File: src/dre_pkg.sv
package dre_pkg;

    // Parser phase, one-hot.
    typedef enum logic [10:0] {
        PH_HDR    = 11'b000_0000_0001,
        PH_QNAME  = 11'b000_0000_0010,
        PH_QPTR   = 11'b000_0000_0100,
        PH_QFIX   = 11'b000_0000_1000,
        PH_ASTART = 11'b000_0001_0000,
        PH_ANAME  = 11'b000_0010_0000,
        PH_APTR   = 11'b000_0100_0000,
        PH_AFIX   = 11'b000_1000_0000,
        PH_AADDR  = 11'b001_0000_0000,
        PH_ASKIP  = 11'b010_0000_0000,
        PH_DONE   = 11'b100_0000_0000
    } phase_t;

    // Result codes; the last one only marks a verdict not yet reached.
    typedef enum logic [2:0] {
        ST_FOUND      = 3'd0,
        ST_SHORT      = 3'd1,
        ST_WRONG_ID   = 3'd2,
        ST_NOT_REPLY  = 3'd3,
        ST_SERVER_ERR = 3'd4,
        ST_NO_ADDR    = 3'd5,
        ST_MALFORMED  = 3'd6,
        ST_UNDECIDED  = 3'd7
    } status_t;

    localparam logic [3:0] HDR_LAST_IDX   = 4'd11;
    localparam logic [3:0] QFIX_LAST_IDX  = 4'd3;
    localparam logic [3:0] AFIX_LAST_IDX  = 4'd9;
    localparam logic [3:0] AADDR_LAST_IDX = 4'd3;
    localparam logic [7:0] PTR_MASK       = 8'hC0;
    localparam logic [15:0] TYPE_A        = 16'd1;
    localparam logic [15:0] RDLEN_A       = 16'd4;

    typedef struct packed {
        phase_t      phase;
        logic [3:0]  header_index;
        logic [15:0] reply_id;
        logic [15:0] reply_flags;
        logic [15:0] questions_left;
        logic [15:0] answers_left;
        logic [15:0] skip_left;
        logic [3:0]  record_index;
        logic [15:0] record_type;
        logic [15:0] record_length;
        logic [31:0] address_acc;
        status_t     verdict;
    } parse_state_t;

    localparam parse_state_t PARSE_CLEAR = '{
        phase:          PH_HDR,
        header_index:   4'd0,
        reply_id:       16'd0,
        reply_flags:    16'd0,
        questions_left: 16'd0,
        answers_left:   16'd0,
        skip_left:      16'd0,
        record_index:   4'd0,
        record_type:    16'd0,
        record_length:  16'd0,
        address_acc:    32'd0,
        verdict:        ST_UNDECIDED
    };

    typedef struct packed {
        status_t     status;
        logic [31:0] address;
    } result_t;

endpackage

File: src/dre_parser.sv
module dre_parser (
    input  logic             clk,
    input  logic             rst_n,
    input  logic             go,
    input  logic [7:0]       data_byte,
    input  logic             data_last,
    input  logic [15:0]      expected_id,
    output logic             res_valid,
    output dre_pkg::result_t res
);
    import dre_pkg::*;

    parse_state_t st_reg;
    parse_state_t st_next;
    parse_state_t st_upd;
    status_t      fin_status;

    function automatic parse_state_t next_answer(parse_state_t s);
        parse_state_t r;
        r = s;
        if (s.answers_left != 16'd0)
        begin
            r.answers_left = s.answers_left - 16'd1;
            r.skip_left    = 16'd0;
            r.phase        = PH_ASTART;
        end
        else
        begin
            r.verdict = ST_NO_ADDR;
            r.phase   = PH_DONE;
        end
        return r;
    endfunction

    function automatic parse_state_t next_question(parse_state_t s);
        parse_state_t r;
        r = s;
        if (s.questions_left != 16'd0)
        begin
            r.questions_left = s.questions_left - 16'd1;
            r.skip_left      = 16'd0;
            r.phase          = PH_QNAME;
        end
        else
        begin
            r = next_answer(s);
        end
        return r;
    endfunction

    // One byte at a name position: label length, label body, end or pointer.
    function automatic parse_state_t name_byte(parse_state_t s, logic [7:0] b,
                                               phase_t name_ph, phase_t ptr_ph,
                                               phase_t fix_ph);
        parse_state_t r;
        r = s;
        if (s.skip_left != 16'd0)
        begin
            r.skip_left = s.skip_left - 16'd1;
            r.phase     = name_ph;
        end
        else if (b == 8'd0)
        begin
            r.record_index = 4'd0;
            r.phase        = fix_ph;
        end
        else if ((b & PTR_MASK) == PTR_MASK)
        begin
            r.phase = ptr_ph;
        end
        else
        begin
            r.skip_left = {8'd0, b};
            r.phase     = name_ph;
        end
        return r;
    endfunction

    always_comb
    begin
        st_upd = st_reg;
        unique case (st_reg.phase)
            PH_HDR:
            begin
                unique case (st_reg.header_index)
                    4'd0: st_upd.reply_id[15:8]       = data_byte;
                    4'd1: st_upd.reply_id[7:0]        = data_byte;
                    4'd2: st_upd.reply_flags[15:8]    = data_byte;
                    4'd3: st_upd.reply_flags[7:0]     = data_byte;
                    4'd4: st_upd.questions_left[15:8] = data_byte;
                    4'd5: st_upd.questions_left[7:0]  = data_byte;
                    4'd6: st_upd.answers_left[15:8]   = data_byte;
                    4'd7: st_upd.answers_left[7:0]    = data_byte;
                    default: ;
                endcase
                st_upd.header_index = st_reg.header_index + 4'd1;
                if (st_reg.header_index == HDR_LAST_IDX)
                begin
                    // Header complete: id first, then QR, then RCODE.
                    if (st_reg.reply_id != expected_id)
                    begin
                        st_upd.verdict = ST_WRONG_ID;
                        st_upd.phase   = PH_DONE;
                    end
                    else if (!st_reg.reply_flags[15])
                    begin
                        st_upd.verdict = ST_NOT_REPLY;
                        st_upd.phase   = PH_DONE;
                    end
                    else if (st_reg.reply_flags[3:0] != 4'd0)
                    begin
                        st_upd.verdict = ST_SERVER_ERR;
                        st_upd.phase   = PH_DONE;
                    end
                    else
                    begin
                        st_upd = next_question(st_upd);
                    end
                end
            end
            PH_QNAME:
                st_upd = name_byte(st_reg, data_byte, PH_QNAME, PH_QPTR, PH_QFIX);
            PH_QPTR:
            begin
                st_upd.record_index = 4'd0;
                st_upd.phase        = PH_QFIX;
            end
            PH_QFIX:
            begin
                st_upd.record_index = st_reg.record_index + 4'd1;
                if (st_reg.record_index == QFIX_LAST_IDX)
                    st_upd = next_question(st_upd);
            end
            PH_ASTART, PH_ANAME:
                st_upd = name_byte(st_reg, data_byte, PH_ANAME, PH_APTR, PH_AFIX);
            PH_APTR:
            begin
                st_upd.record_index = 4'd0;
                st_upd.phase        = PH_AFIX;
            end
            PH_AFIX:
            begin
                unique case (st_reg.record_index)
                    4'd0:          st_upd.record_type[15:8]   = data_byte;
                    4'd1:          st_upd.record_type[7:0]    = data_byte;
                    4'd8:          st_upd.record_length[15:8] = data_byte;
                    AFIX_LAST_IDX: st_upd.record_length[7:0]  = data_byte;
                    default: ;
                endcase
                st_upd.record_index = st_reg.record_index + 4'd1;
                if (st_reg.record_index == AFIX_LAST_IDX)
                begin
                    if (st_upd.record_type == TYPE_A && st_upd.record_length == RDLEN_A)
                    begin
                        st_upd.record_index = 4'd0;
                        st_upd.address_acc  = 32'd0;
                        st_upd.phase        = PH_AADDR;
                    end
                    else if (st_upd.record_length == 16'd0)
                    begin
                        st_upd = next_answer(st_upd);
                    end
                    else
                    begin
                        st_upd.skip_left = st_upd.record_length;
                        st_upd.phase     = PH_ASKIP;
                    end
                end
            end
            PH_AADDR:
            begin
                st_upd.address_acc  = {st_reg.address_acc[23:0], data_byte};
                st_upd.record_index = st_reg.record_index + 4'd1;
                if (st_reg.record_index == AADDR_LAST_IDX)
                begin
                    st_upd.verdict = ST_FOUND;
                    st_upd.phase   = PH_DONE;
                end
            end
            PH_ASKIP:
            begin
                if (st_reg.skip_left != 16'd0)
                    st_upd.skip_left = st_reg.skip_left - 16'd1;
                if (st_upd.skip_left == 16'd0)
                    st_upd = next_answer(st_upd);
            end
            PH_DONE: ;
            default: ;
        endcase
    end

    // Status of a reply that ends right after this byte.
    always_comb
    begin
        unique case (st_upd.phase)
            PH_HDR:            fin_status = ST_SHORT;
            PH_QNAME:          fin_status = ST_MALFORMED;
            PH_QPTR, PH_QFIX:  fin_status = (st_upd.questions_left != 16'd0) ?
                                            ST_MALFORMED : ST_NO_ADDR;
            PH_ASTART, PH_ASKIP: fin_status = ST_NO_ADDR;
            PH_DONE:           fin_status = st_upd.verdict;
            default:           fin_status = ST_MALFORMED;
        endcase
    end

    always_comb
    begin
        st_next = st_reg;
        if (go)
            st_next = data_last ? PARSE_CLEAR : st_upd;
    end

    assign res_valid       = go && data_last;
    assign res.status      = fin_status;
    assign res.address     = (fin_status == ST_FOUND) ? st_upd.address_acc : 32'd0;

    always_ff @(posedge clk or negedge rst_n)
    begin
        if (!rst_n)
            st_reg <= PARSE_CLEAR;
        else
            st_reg <= st_next;
    end

    // A verdict is held only once the parser has stopped on this reply.
    a_verdict_done: assert property (@(posedge clk) disable iff (!rst_n)
        (st_reg.phase != PH_DONE) |-> (st_reg.verdict == ST_UNDECIDED))
        else $error("verdict set outside the done phase");

    // The header counter never runs past the twelfth byte.
    a_hdr_idx: assert property (@(posedge clk) disable iff (!rst_n)
        (st_reg.phase == PH_HDR) |-> (st_reg.header_index <= HDR_LAST_IDX))
        else $error("header index out of range");

    // The last byte of a reply returns the parser to the header phase.
    a_last_clears: assert property (@(posedge clk) disable iff (!rst_n)
        (go && data_last) |=> (st_reg.phase == PH_HDR && st_reg.header_index == 4'd0))
        else $error("parser not cleared after the last byte");

endmodule

File: src/dre_out_fifo.sv
module dre_out_fifo (
    input  logic             clk,
    input  logic             rst_n,
    input  logic             push,
    input  dre_pkg::result_t push_data,
    output logic             full,
    output logic             pop_valid,
    input  logic             pop_stall,
    output dre_pkg::result_t pop_data
);
    import dre_pkg::*;

    result_t    mem [2];
    logic       wr_ptr_reg;
    logic       wr_ptr_next;
    logic       rd_ptr_reg;
    logic       rd_ptr_next;
    logic [1:0] count_reg;
    logic [1:0] count_next;
    logic       pop;

    assign full      = (count_reg == 2'd2);
    assign pop_valid = (count_reg != 2'd0);
    assign pop       = pop_valid && !pop_stall;
    assign pop_data  = mem[rd_ptr_reg];

    always_comb
    begin
        wr_ptr_next = push ? ~wr_ptr_reg : wr_ptr_reg;
        rd_ptr_next = pop ? ~rd_ptr_reg : rd_ptr_reg;
        count_next  = count_reg + {1'b0, push} - {1'b0, pop};
    end

    always_ff @(posedge clk)
    begin
        if (push)
            mem[wr_ptr_reg] <= push_data;
    end

    always_ff @(posedge clk or negedge rst_n)
    begin
        if (!rst_n)
        begin
            wr_ptr_reg <= 1'b0;
            rd_ptr_reg <= 1'b0;
            count_reg  <= 2'd0;
        end
        else
        begin
            wr_ptr_reg <= wr_ptr_next;
            rd_ptr_reg <= rd_ptr_next;
            count_reg  <= count_next;
        end
    end

    a_no_overflow: assert property (@(posedge clk) disable iff (!rst_n)
        push |-> !full)
        else $error("result pushed into a full buffer");

    a_count_range: assert property (@(posedge clk) disable iff (!rst_n)
        count_reg != 2'd3)
        else $error("result buffer count out of range");

    a_ptr_track: assert property (@(posedge clk) disable iff (!rst_n)
        (count_reg == 2'd0 || count_reg == 2'd2) |-> (wr_ptr_reg == rd_ptr_reg))
        else $error("buffer pointers disagree with count");

endmodule

File: src/dns_response_address_extractor.sv
// DNS reply address extractor.
//
// The reply enters one byte per word on the input channel (payload_byte,
// last_byte, in_valid, in_stall); a word is taken at a clock edge with
// in_valid high and in_stall low. The 12-byte header is checked against the
// expected transaction id, the QR bit and RCODE, the questions are skipped,
// and the answers are scanned for the first type-A record with 4-byte rdata.
// The word with last_byte set closes the reply and yields exactly one result
// word (status, address) on the output channel, taken when out_valid is high
// and out_stall low. Other words yield nothing.
//
// Each byte is held in the input register and parsed from there when the
// result buffer has room; parsing a last byte writes its result word into
// the buffer, which feeds the output channel. One byte per cycle is sustained
// while the buffer has room: the parse of one byte is a single state update,
// and a two-word result buffer lets parsing go on while the receiver holds
// a result. in_stall rises only when that buffer is full with a byte waiting.
// expected_id is written through cfg_valid/cfg_ready, which is always ready.
// Reset clears the parser, the buffer and expected_id.
module dns_response_address_extractor (
    input  logic        clk,
    input  logic        rst_n,
    input  logic        in_valid,
    output logic        in_stall,
    input  logic [7:0]  payload_byte,
    input  logic        last_byte,
    output logic        out_valid,
    input  logic        out_stall,
    output logic [2:0]  status,
    output logic [31:0] address,
    input  logic        cfg_valid,
    output logic        cfg_ready,
    input  logic [15:0] expected_id
);
    import dre_pkg::*;

    // Input register holding one byte word.
    logic        in_v_reg;
    logic        in_v_next;
    logic [7:0]  byte_reg;
    logic        last_reg;
    logic [15:0] exp_id_reg;
    logic        in_take;
    logic        parse_go;
    logic        buf_full;
    logic        res_valid;
    result_t     res;
    result_t     out_data;

    // The parser runs whenever a byte is held and the result buffer has room.
    assign parse_go  = in_v_reg && !buf_full;
    assign in_stall  = in_v_reg && buf_full;
    assign in_take   = in_valid && !in_stall;
    assign cfg_ready = 1'b1;

    always_comb
    begin
        if (in_take)
            in_v_next = 1'b1;
        else if (parse_go)
            in_v_next = 1'b0;
        else
            in_v_next = in_v_reg;
    end

    always_ff @(posedge clk or negedge rst_n)
    begin
        if (!rst_n)
        begin
            in_v_reg   <= 1'b0;
            exp_id_reg <= 16'd0;
        end
        else
        begin
            in_v_reg <= in_v_next;
            if (cfg_valid && cfg_ready)
                exp_id_reg <= expected_id;
        end
    end

    always_ff @(posedge clk)
    begin
        if (in_take)
        begin
            byte_reg <= payload_byte;
            last_reg <= last_byte;
        end
    end

    dre_parser u_parser (
        .clk         (clk),
        .rst_n       (rst_n),
        .go          (parse_go),
        .data_byte   (byte_reg),
        .data_last   (last_reg),
        .expected_id (exp_id_reg),
        .res_valid   (res_valid),
        .res         (res)
    );

    dre_out_fifo u_out_fifo (
        .clk       (clk),
        .rst_n     (rst_n),
        .push      (res_valid),
        .push_data (res),
        .full      (buf_full),
        .pop_valid (out_valid),
        .pop_stall (out_stall),
        .pop_data  (out_data)
    );

    assign status  = out_data.status;
    assign address = out_data.address;

endmodule

File: config.mk
export PLATFORM = sky130hd
export DESIGN_NAME = dns_response_address_extractor
export DESIGN_NICKNAME = d
export VERILOG_FILES = /design/src/dre_pkg.sv /design/src/dre_parser.sv /design/src/dre_out_fifo.sv /design/src/dns_response_address_extractor.sv
export SDC_FILE = /design/constraint.sdc
export NUM_CORES = 1
export LEC_CHECK = 0
export ABC_AREA = 0
export BUFFER_PORTS_ARGS = -buffer_cell sky130_fd_sc_hd__buf_4
export CAP_MARGIN = 20
export CELL_PAD_IN_SITES_DETAIL_PLACEMENT = 2
export CELL_PAD_IN_SITES_GLOBAL_PLACEMENT = 2
export CORE_MARGIN = 4
export CORE_UTILIZATION = 37
export CTS_CLUSTER_DIAMETER = 30
export DETAILED_ROUTE_END_ITERATION = 7
export PLACE_DENSITY = 0.75
export SYNTH_ARGS = -nofsm -noshare
export SYNTH_HDL_FRONTEND = slang
export SYNTH_HIERARCHICAL = 1
export SYNTH_SLANG_ARGS = --single-unit
File: constraint.sdc
create_clock -name clk -period 4.29 [get_ports clk]
set_input_delay 0.858 -clock clk [delete_from_list [all_inputs] [get_ports clk]]
set_output_delay 0.858 -clock clk [all_outputs]
set_load 0.01 [all_outputs]
**Word level (Yosys, flattened, before mapping)**

Memory sizes are Yosys's and may differ from the RTL's.
Cells that the tools add are included.

- Bitwise operators: 2
- Reduce and logical (&&, ||, !) cells: 39
- Muxes and demuxes: 87
- Equality and inequality tests: 54
- Add/subtract/negate cells: 9

Operator list:

| cell | number |
|---|---|
| $mux W166 | 5 |
| $pmux W84 S5 | 1 |
| $mux W116 | 3 |
| $mux W16 | 13 |
| $mux W32 | 6 |
| $pmux W35 S5 | 1 |
| $mux W8 | 21 |
| $mux W11 | 12 |
| $pmux W32 S4 | 1 |
| $pmux W11 S9 | 1 |
| $reduce_bool A16 Y1 | 6 |
| $sub A16 B1 Y16 const B | 5 |
| $mux W3 | 11 |
| $logic_not A16 Y1 | 2 |
| $pmux W4 S7 | 1 |
| $eq A11 B1 Y1 const B | 2 |
| $eq A11 B10 Y1 const B | 2 |
| $eq A11 B3 Y1 const B | 2 |
| $eq A11 B4 Y1 const B | 2 |
| $eq A11 B5 Y1 const B | 2 |
| $ne A3 B2 Y1 const B | 7 |
| $eq A16 B1 Y1 const B | 1 |
| $eq A16 B3 Y1 const B | 1 |
| $eq A4 B3 Y1 const B | 4 |
| 41 further kinds | 79 |

- Bits in writable memories: 70
- Memories kept: 1
- Register bits: 196
- Logic and storage cells: 211
- Output and inout port bits: 38

Memory list:

| name | words | width | rd ports | clocked after Yosys merged registers in | wr ports | line | source |
|---|---|---|---|---|---|---|---|
| u_out_fifo.mem | 2 | 35 | 1 | 0 | 1 | dre_out_fifo.sv:13 | `result_t mem [2];` |

**Logic depth before layout (Yosys ltp)**

Gate-level depths: netlist of run 1.

- Depth after elaboration: 16
- Depth in mapped cells: 20
- Depth with buffers taken out: 14

**Modules after synthesis**

The synthesis of run 1 kept the hierarchy.

By module, submodules not included:

| module | cells an instance | area an instance (µm²) | sequential area each (µm²) | times used |
|---|---|---|---|---|
| dre_parser | 1430 | 11748.8 | 3883.7 | 1 |
| dre_out_fifo | 127 | 2880.3 | 2202.1 | 1 |
| dns_response_address_extractor | 50 | 983.4 | 695.7 | 1 |

**Least setup slack after synthesis of run 1**

Ideal clock, no wire load.

- Path type: register -> register
- From: register u_parser/st_reg[152] (netlist bit)
- To: memory u_out_fifo/mem[0][33] (netlist bit) (data pin)
- Cell stages (with the launch flop): 17
- Required time: 4.032 ns
- Period minus slack after synthesis: 4.111 ns
- Buffers on the path: 2
- Data arrival time: 3.853 ns
- Slack: 0.179 ns
- Library setup time: 0.258 ns
- Cell sequence: dfrtp_1 -> inv_1 -> ha_1 -> and3b_1 -> clkbuf_1 -> clkbuf_1 -> nor2_1 -> a21oi_1 -> ha_1 -> nand3_1 -> nor4_1 -> and4b_1 -> o21ai_0 -> a222oi_1 -> nand4bb_1 -> or4_1 -> a31o_2

RTL lines:

| element | line | source |
|---|---|---|
| from (decl) | dre_parser.sv:13 | `parse_state_t st_reg;` |
| from (signal assigned) | dre_parser.sv:222 | `st_reg <= st_next;` |
| to (decl) | dre_out_fifo.sv:13 |  |

==> results of run 1 <==
-- what timing repair did --
item / 4_1_cts / 5_1_grt
pin swaps: 2 / 3
gates resized for setup: 22 / 34
setup buffers: 1 / 7
endpoints found under the setup margin: 68 / 72
cloned: 1 / 0
-- stage by stage --
| stage | utilization | std cells | area [µm²] | hold WS, ps | worst slack [ps] |
|---|---|---|---|---|---|
| global placement | 0.420 | 2240 | 17400 | 466 | 38.8 |
| finish | 0.486 | 2379 | 20100 | 331 | 88.2 |
| CTS | 0.480 | 2367 | 19800 | 433 | 10.6 |
| detailed placement | 0.421 | 2241 | 17400 | 479 | -87.7 |
| floorplan | - | 1607 | 15600 | 450 | 179 |
| global route | 0.486 | 2379 | 20100 | 418 | -27.7 |
-- placed cells by master, fill, tap and decap left out, drive strengths merged, types with 8 or more instances in the layout --
cell type,n
a22o,73
o31ai,23
buf,227
or3,11
or4,18
nand4,25
a31oi,18
o211ai,8
nor3,49
nor2b,25
a22oi,42
edfxtp,79
nand3b,11
nand3,44
xor2,22
o22ai,26
mux2,61
inv,48
dfrtp,172
nor4,47
ha,16
clkbuf,85
o21ai,106
mux2i,26
nor2,153
nand2b,8
a211oi,10
a21oi,66
a21o,12
clkinv,21
bufinv,10
nand2,136
xnor2,30
-- cell families (layout without fill, tap and decap cells) --
family          Yosys count  after routing  synth area share
compound gates          464            464             0.206
xor+xnor                 52             52            0.0292
fa+ha+maj                16             16            0.0128
buf+inv                 159            399            0.0492
flops                   255            255             0.434
mux                      87             87            0.0700
other cells               1              1          0.000240
simple gates            573            573             0.198
-- per-layer routing --
metal  track usage  vias up
met4         0.149        2
met3        0.0540      189
met1         0.365     7768
met5             0        -
li1              -     6466
met2         0.507      508
-- cell usage after synthesis, types with 8 or more instances --
cell,instances,area [µm²]
dfrtp_1,172,4300
nand2_1,136,510
nor2_1,122,458
o21ai_0,101,505
clkbuf_1,93,349
edfxtp_1,79,2370
a22o_1,73,639
a21oi_1,66,330
nor3_1,49,245
nor4_1,45,282
nand3_1,44,220
inv_1,43,161
a22oi_1,42,315
mux2_4,39,586
xnor2_1,30,263
nor2_4,29,327
mux2i_1,26,260
o22ai_1,26,163
nand4_1,25,156
nor2b_1,25,156
o31ai_1,23,173
mux2_2,22,248
xor2_1,22,193
a31oi_1,18,113
ha_1,16,200
or4_1,16,120
a21o_1,12,90.1
nand3b_1,11,82.6
or3_1,11,68.8
a211oi_1,9,67.6
nand2b_1,8,50.1
o211ai_1,8,60.1
-- power by group through the flow --
stage,registers [mW],logic (mW),clock network (mW)
3_5_place_dp,3.17,2.85,0
2_1_floorplan,2.99,1.77,0
6_report,3.07,3.15,5.25
4_1_cts,3.14,2.97,5.32
3_3_place_gp,3.13,2.74,0
5_1_grt,3.09,3.33,5.47
-- layout make-up --
type | instances | area [µm²] | area share
Clock inverter | 41 | 514 | 0.0256
Timing Repair Buffer | 230 | 1830 | 0.0909
Tap cell | 532 | 666 | 0.0331
Sequential cell | 255 | 6790 | 0.338
Multi-Input combinational cell | 1193 | 8310 | 0.414
Inverter | 45 | 169 | 0.00841
Clock buffer | 83 | 1820 | 0.0906
-- how the worst min path moves through the flow --
stage | end | slack (ps) | from | depth (start not counted)
finish | u_parser/st_reg[146]$_DFFE_PN0P_ | 330 | rst_n | 1
global route | u_parser/st_reg[146]$_DFFE_PN0P_ | 420 | rst_n | 1
CTS | byte_reg[3]$_DFFE_PP_ | 430 | payload_byte[3] | 1
detailed placement | u_parser/st_reg[121]$_DFFE_PN0P_ | 480 | u_parser/st_reg[121]$_DFFE_PN0P_ | 2
global placement | u_parser/st_reg[121]$_DFFE_PN0P_ | 470 | u_parser/st_reg[121]$_DFFE_PN0P_ | 2
floorplan | u_parser/st_reg[120]$_DFFE_PN0P_ | 450 | u_parser/st_reg[120]$_DFFE_PN0P_ | 2
==> results.py, run 1 <==
metrics = {
    "global_route": {
        "first_global_vias": 16520,
        "grt_max_degree": 104,
        "antenna_found_initial": 1,
        "gr-total-overflow": 0,
        "grt_first_pass_wirelength_mm": 104,
        "grt_use_total": 0.298,
    },
    "yosys": {
        "yosys_most_used_dff": "dfrtp_1",
        "synth.distinct_cells": 87,
        "syn_nets": 1653,
        "ys_warn_count": 6,
        "syn_inst": 1607,
        "syn_area_per_cell_um2": 9.72,
        "seq_area_frac_synth": 0.434,
        "synth_edf_count": 79,
        "ys_ff_latch": 255,
        "async_reset_ff_frac": 0.690,
        "synth_area_um2": 15600,
    },
    "place": {
        "port_buffers": 66,
        "dp_hpwl_mm": 45.1,
        "place_congestion": 0.916,
    },
    "route": {
        "avgViaCountPerCell": 6.28,
        "wl_met2_mm": 33.5,
        "drt-met1-wl_mm": 28.2,
        "vias": 14933,
        "ant_nets": 0,
        "drt_first_pass_iters": 7,
        "dr.first_iter.drc_count": 1264,
        "routed.top_layer": "met5",
        "wl_per_cell_um": 28.9,
        "wirelength_mm": 68.7,
        "wl_met3_mm": 3.51,
        "drcViolationCount": 0,
    },
    "run": {
        "drv_cap": 0,
    },
    "timing": {
        "finalCritPeriodShare": 0.979,
        "fmax_ghz": 0.238,
        "tns_ps": 0,
        "tightest_slew_ps": 1040,
        "report.final.slew_viol_count": 0,
        "slew_headroom": 0.307,
        "skew_ps": 33.2,
        "setup_viol": 0,
        "final.min_clock_period_ps": 4200,
        "finalHoldViolCount": 0,
    },
    "critical_path": {
        "crit_chain": "inv_1, ha_1, and3b_2, nor2_1, a21oi_2, ha_2, nor2b_1, buf_4, a211o_4, nor2_1, nor2_1, and4b_1, nand4bb_1, or4_4, bufbuf_16, nor2_4",
        "required_ps": 4720,
        "r2r-start": "u_parser/st_reg[152]$_DFFE_PN0P_",
        "crit_top_cell": "nor2_1",
        "ff2ff_path_depth": 16,
        "cpMaxStageDelayCell": "or4_4",
        "cp.arrival_ps": 4630,
        "r2r-end": "u_out_fifo/mem[1][5]$_DFFE_PP_",
        "path_class": "flop to flop",
        "worstSetupStartpoint": "u_parser/st_reg[152]$_DFFE_PN0P_",
        "crit_path_max_incr_delay_ps": 640,
        "crit_end": "u_out_fifo/mem[1][5]$_DFFE_PP_",
        "path_buf_inv": 3,
        "rrSetupSlack_ps": 90,
        "cp-end-kind": "flop",
        "start_kind": "flop",
        "cp.depth": 16,
        "cp_top_family": "simple AND/OR/NAND/NOR gates",
        "worstPathMaxFanout": 15,
    },
    "cts": {
        "htree_levels": 3,
        "numCtsBuffers": 68,
        "clock_sinks": 255,
        "clkLatencyLatePin_ps": 590,
        "cts_tree": "done",
        "hold_buffers": 0,
        "clk_pin_slew_ps": 50,
        "clk_path_buf_depth": 3,
        "cts-root-buf": "clkbuf_16",
    },
    "power": {
        "p_sw_frac": 0.335,
        "p_int_mw": 7.62,
        "p_clk_frac": 0.458,
        "p_sw_mw": 3.84,
        "vdd_drop_max_uv": 442,
        "p_per_area_nw_per_um2": 570,
        "seq_power_share": 0.268,
        "combPwrFrac": 0.275,
        "leakage_nw": 8.50,
        "power_mw": 11.5,
    },
    "floorplan": {
        "die_area_um2": 45500,
        "core_um2": 41300,
        "ios": 68,
        "die_x_um": 213,
        "rows": 74,
        "initial_core_util": 0.378,
        "dieHeight_um": 213,
    },
    "hold_path": {
        "hp-class": "input pin to async pin",
    },
    "final_layout": {
        "antenna_cells": 0,
        "fillerInstances": 4269,
        "areaGrowthSynthToFinish_pct": 28.7,
        "finalNetCount": 1839,
        "largest_reg_flops": 155,
        "drive_gt1_frac": 0.271,
    },
    "run_status": {
        "status": "finished clean",
    },
}
No activity file was read; power rests on OpenSTA's default activity.
==> run 2: changes to the inputs <==
- RECOVER_POWER: not set -> 50
==> run 2 against run 1 <==
Effect of this change: first-iteration DRC count fell by 3.9%; clock power barely moved; core utilization fell by 0.57 points; final cell count did not move; the run now ends with capacitance limit, slew limit left; highest routed layer unchanged.
==> results.py, run 2 (synthesis gave the netlist of run 1 again) <==
metrics = {
    "final_layout": {
        "largest_reg_flops": 155,
        "finish.utilization": 0.481,
        "layout_commonest_cell": "buf_4",
        "antenna_cells": 0,
        "seq_area_um2": 6780,
        "fillerInstances": 4315,
        "layout_common_cells": "buf_4 (198), dfrtp_1 (170), nand2_1 (136)",
        "areaGrowthSynthToFinish_pct": 27.2,
        "finalNetCount": 1839,
        "fin_cells": 2379,
        "drive_gt1_frac": 0.242,
        "multi_input_area_um2": 8170,
    },
    "critical_path": {
        "start_kind": "flop",
        "path_class": "flop to flop",
        "r2r-start": "u_parser/st_reg[152]$_DFFE_PN0P_",
        "crit_chain": "inv_1, ha_1, and3b_2, nor2_1, a21oi_2, ha_2, nand3_1, nor4_2, buf_4, nand4b_1, buf_4, or4_1, and3_1, nand4b_1, or4_4, nand3_1",
        "crit_path_max_incr_delay_ps": 480,
        "required_ps": 4530,
        "path_buf_inv": 3,
        "cp_top_family": "simple AND/OR/NAND/NOR gates",
        "cp.arrival_ps": 4440,
        "cp-end-kind": "flop",
        "cpMaxStageDelayCell": "or4_1",
        "worstSetupStartpoint": "u_parser/st_reg[152]$_DFFE_PN0P_",
        "worstPathMaxFanout": 7,
    },
    "floorplan": {
        "ios": 68,
        "die_x_um": 213,
        "core_um2": 41300,
        "rows": 74,
        "initial_core_util": 0.378,
        "die_area_um2": 45500,
        "dieHeight_um": 213,
    },
    "route": {
        "wl_per_cell_um": 28.9,
        "drt_first_pass_iters": 5,
        "drcViolationCount": 0,
        "wirelength_mm": 68.9,
        "avgViaCountPerCell": 6.28,
        "ant_nets": 0,
        "dr.first_iter.drc_count": 1215,
        "vias": 14948,
    },
    "timing": {
        "holdWs_ps": 458,
        "setup_viol": 0,
        "slew_headroom": -1.05,
        "tns_ps": 0,
        "final.min_clock_period_ps": 4190,
        "report.final.slew_viol_count": 104,
        "finalCritPeriodShare": 0.978,
        "skew_ps": 31.8,
        "finalHoldViolCount": 0,
        "fmax_ghz": 0.238,
        "tightest_slew_ps": 3080,
    },
    "power": {
        "leakage_nw": 8.31,
        "p_per_area_nw_per_um2": 569,
        "power_mw": 11.3,
        "vdd_drop_max_uv": 335,
    },
    "place": {
        "port_buffers": 66,
        "place_congestion": 0.916,
        "dp.cells": 2241,
        "dp_hpwl_mm": 45.1,
    },
    "cts": {
        "clk_path_buf_depth": 3,
        "numCtsBuffers": 68,
        "htree_levels": 3,
        "clk_pin_slew_ps": 50,
        "clock_sinks": 255,
        "cts_tree": "done",
        "hold_buffers": 0,
        "clkLatencyLatePin_ps": 590,
        "cts-root-buf": "clkbuf_16",
    },
    "global_route": {
        "first_global_vias": 16520,
        "antenna_found_initial": 1,
        "grt_first_pass_wirelength_mm": 104,
        "grt_max_degree": 104,
        "gr-total-overflow": 0,
        "grt_use_total": 0.298,
    },
    "hold_path": {
        "hp-class": "input pin to flop",
        "hold_start": "in_valid",
    },
    "run_status": {
        "status": "finished, violations left",
        "violations": "capacitance limit, slew limit",
    },
    "run": {
        "drv_cap": 1,
    },
}
run 2: area by class of cell:
class                           count  area share
Clock buffer                       83      0.0916
Tap cell                          532      0.0335
Clock inverter                     41      0.0259
Sequential cell                   255       0.342
Inverter                           45     0.00851
Timing Repair Buffer              230      0.0874
Multi-Input combinational cell   1193       0.411
run 2: final timing paths:
kind / to / slack, ps / cells past startpoint
min: in_v_reg$_DFFE_PN0P_ / 460 / 2
max reg2reg: u_out_fifo/mem[0][32]$_DFFE_PP_ / 100 / 16
min in group asynchronous: exp_id_reg[11]$_DFFE_PN0P_ / 1250 / 1
max in group asynchronous: u_parser/st_reg[80]$_DFFE_PN0P_ / 710 / 2
min reg2reg: u_parser/st_reg[120]$_DFFE_PN0P_ / 490 / 2
max: u_out_fifo/mem[0][32]$_DFFE_PP_ / 100 / 16
run 2: through the flow:
stage | instance area [µm²] | setup WS, ps
detailed placement | 17400 | -87.7
global route | 19900 | -27.7
floorplan | 15600 | 179
finish | 19900 | 96.4
global placement | 17400 | 38.8
CTS | 19800 | 10.6
run 2: timing repair:
action                                 CTS  global route
gates cloned                             1             0
setup endpoints to repair               68            72
endpoints found under the hold margin    0             0
resized for setup                       22            34
pin swaps                                2             3
buffers inserted                         1             7
run 2: worst register-to-register path, stage by stage, from the launching register on:
cell,delay (ps)
dfrtp_2,450
inv_1,110
ha_1,210
and3b_2,310
nor2_1,90
a21oi_2,170
ha_2,250
nand3_1,150
nor4_2,180
buf_4,190
nand4b_1,270
buf_4,250
or4_1,480
and3_1,250
nand4b_1,140
or4_4,150
nand3_1,200
run 2: layer usage:
layer  vias up  part of all wire  routed length (µm)  track usage
met5         -           0.00020                  14            0
met4         2             0.051                3490        0.149
met3       197             0.055                3800       0.0540
met2       520              0.49               33600        0.507
met1      7765              0.41               28000        0.365
li1       6464                 -                   -            -
run 2: report_power, final:
group | leakage [nW] | internal (mW) | switching [mW]
Combinational | 4.01 | 1.04 | 1.96
Clock | 1.12 | 3.61 | 1.64
Sequential | 3.18 | 2.84 | 0.215
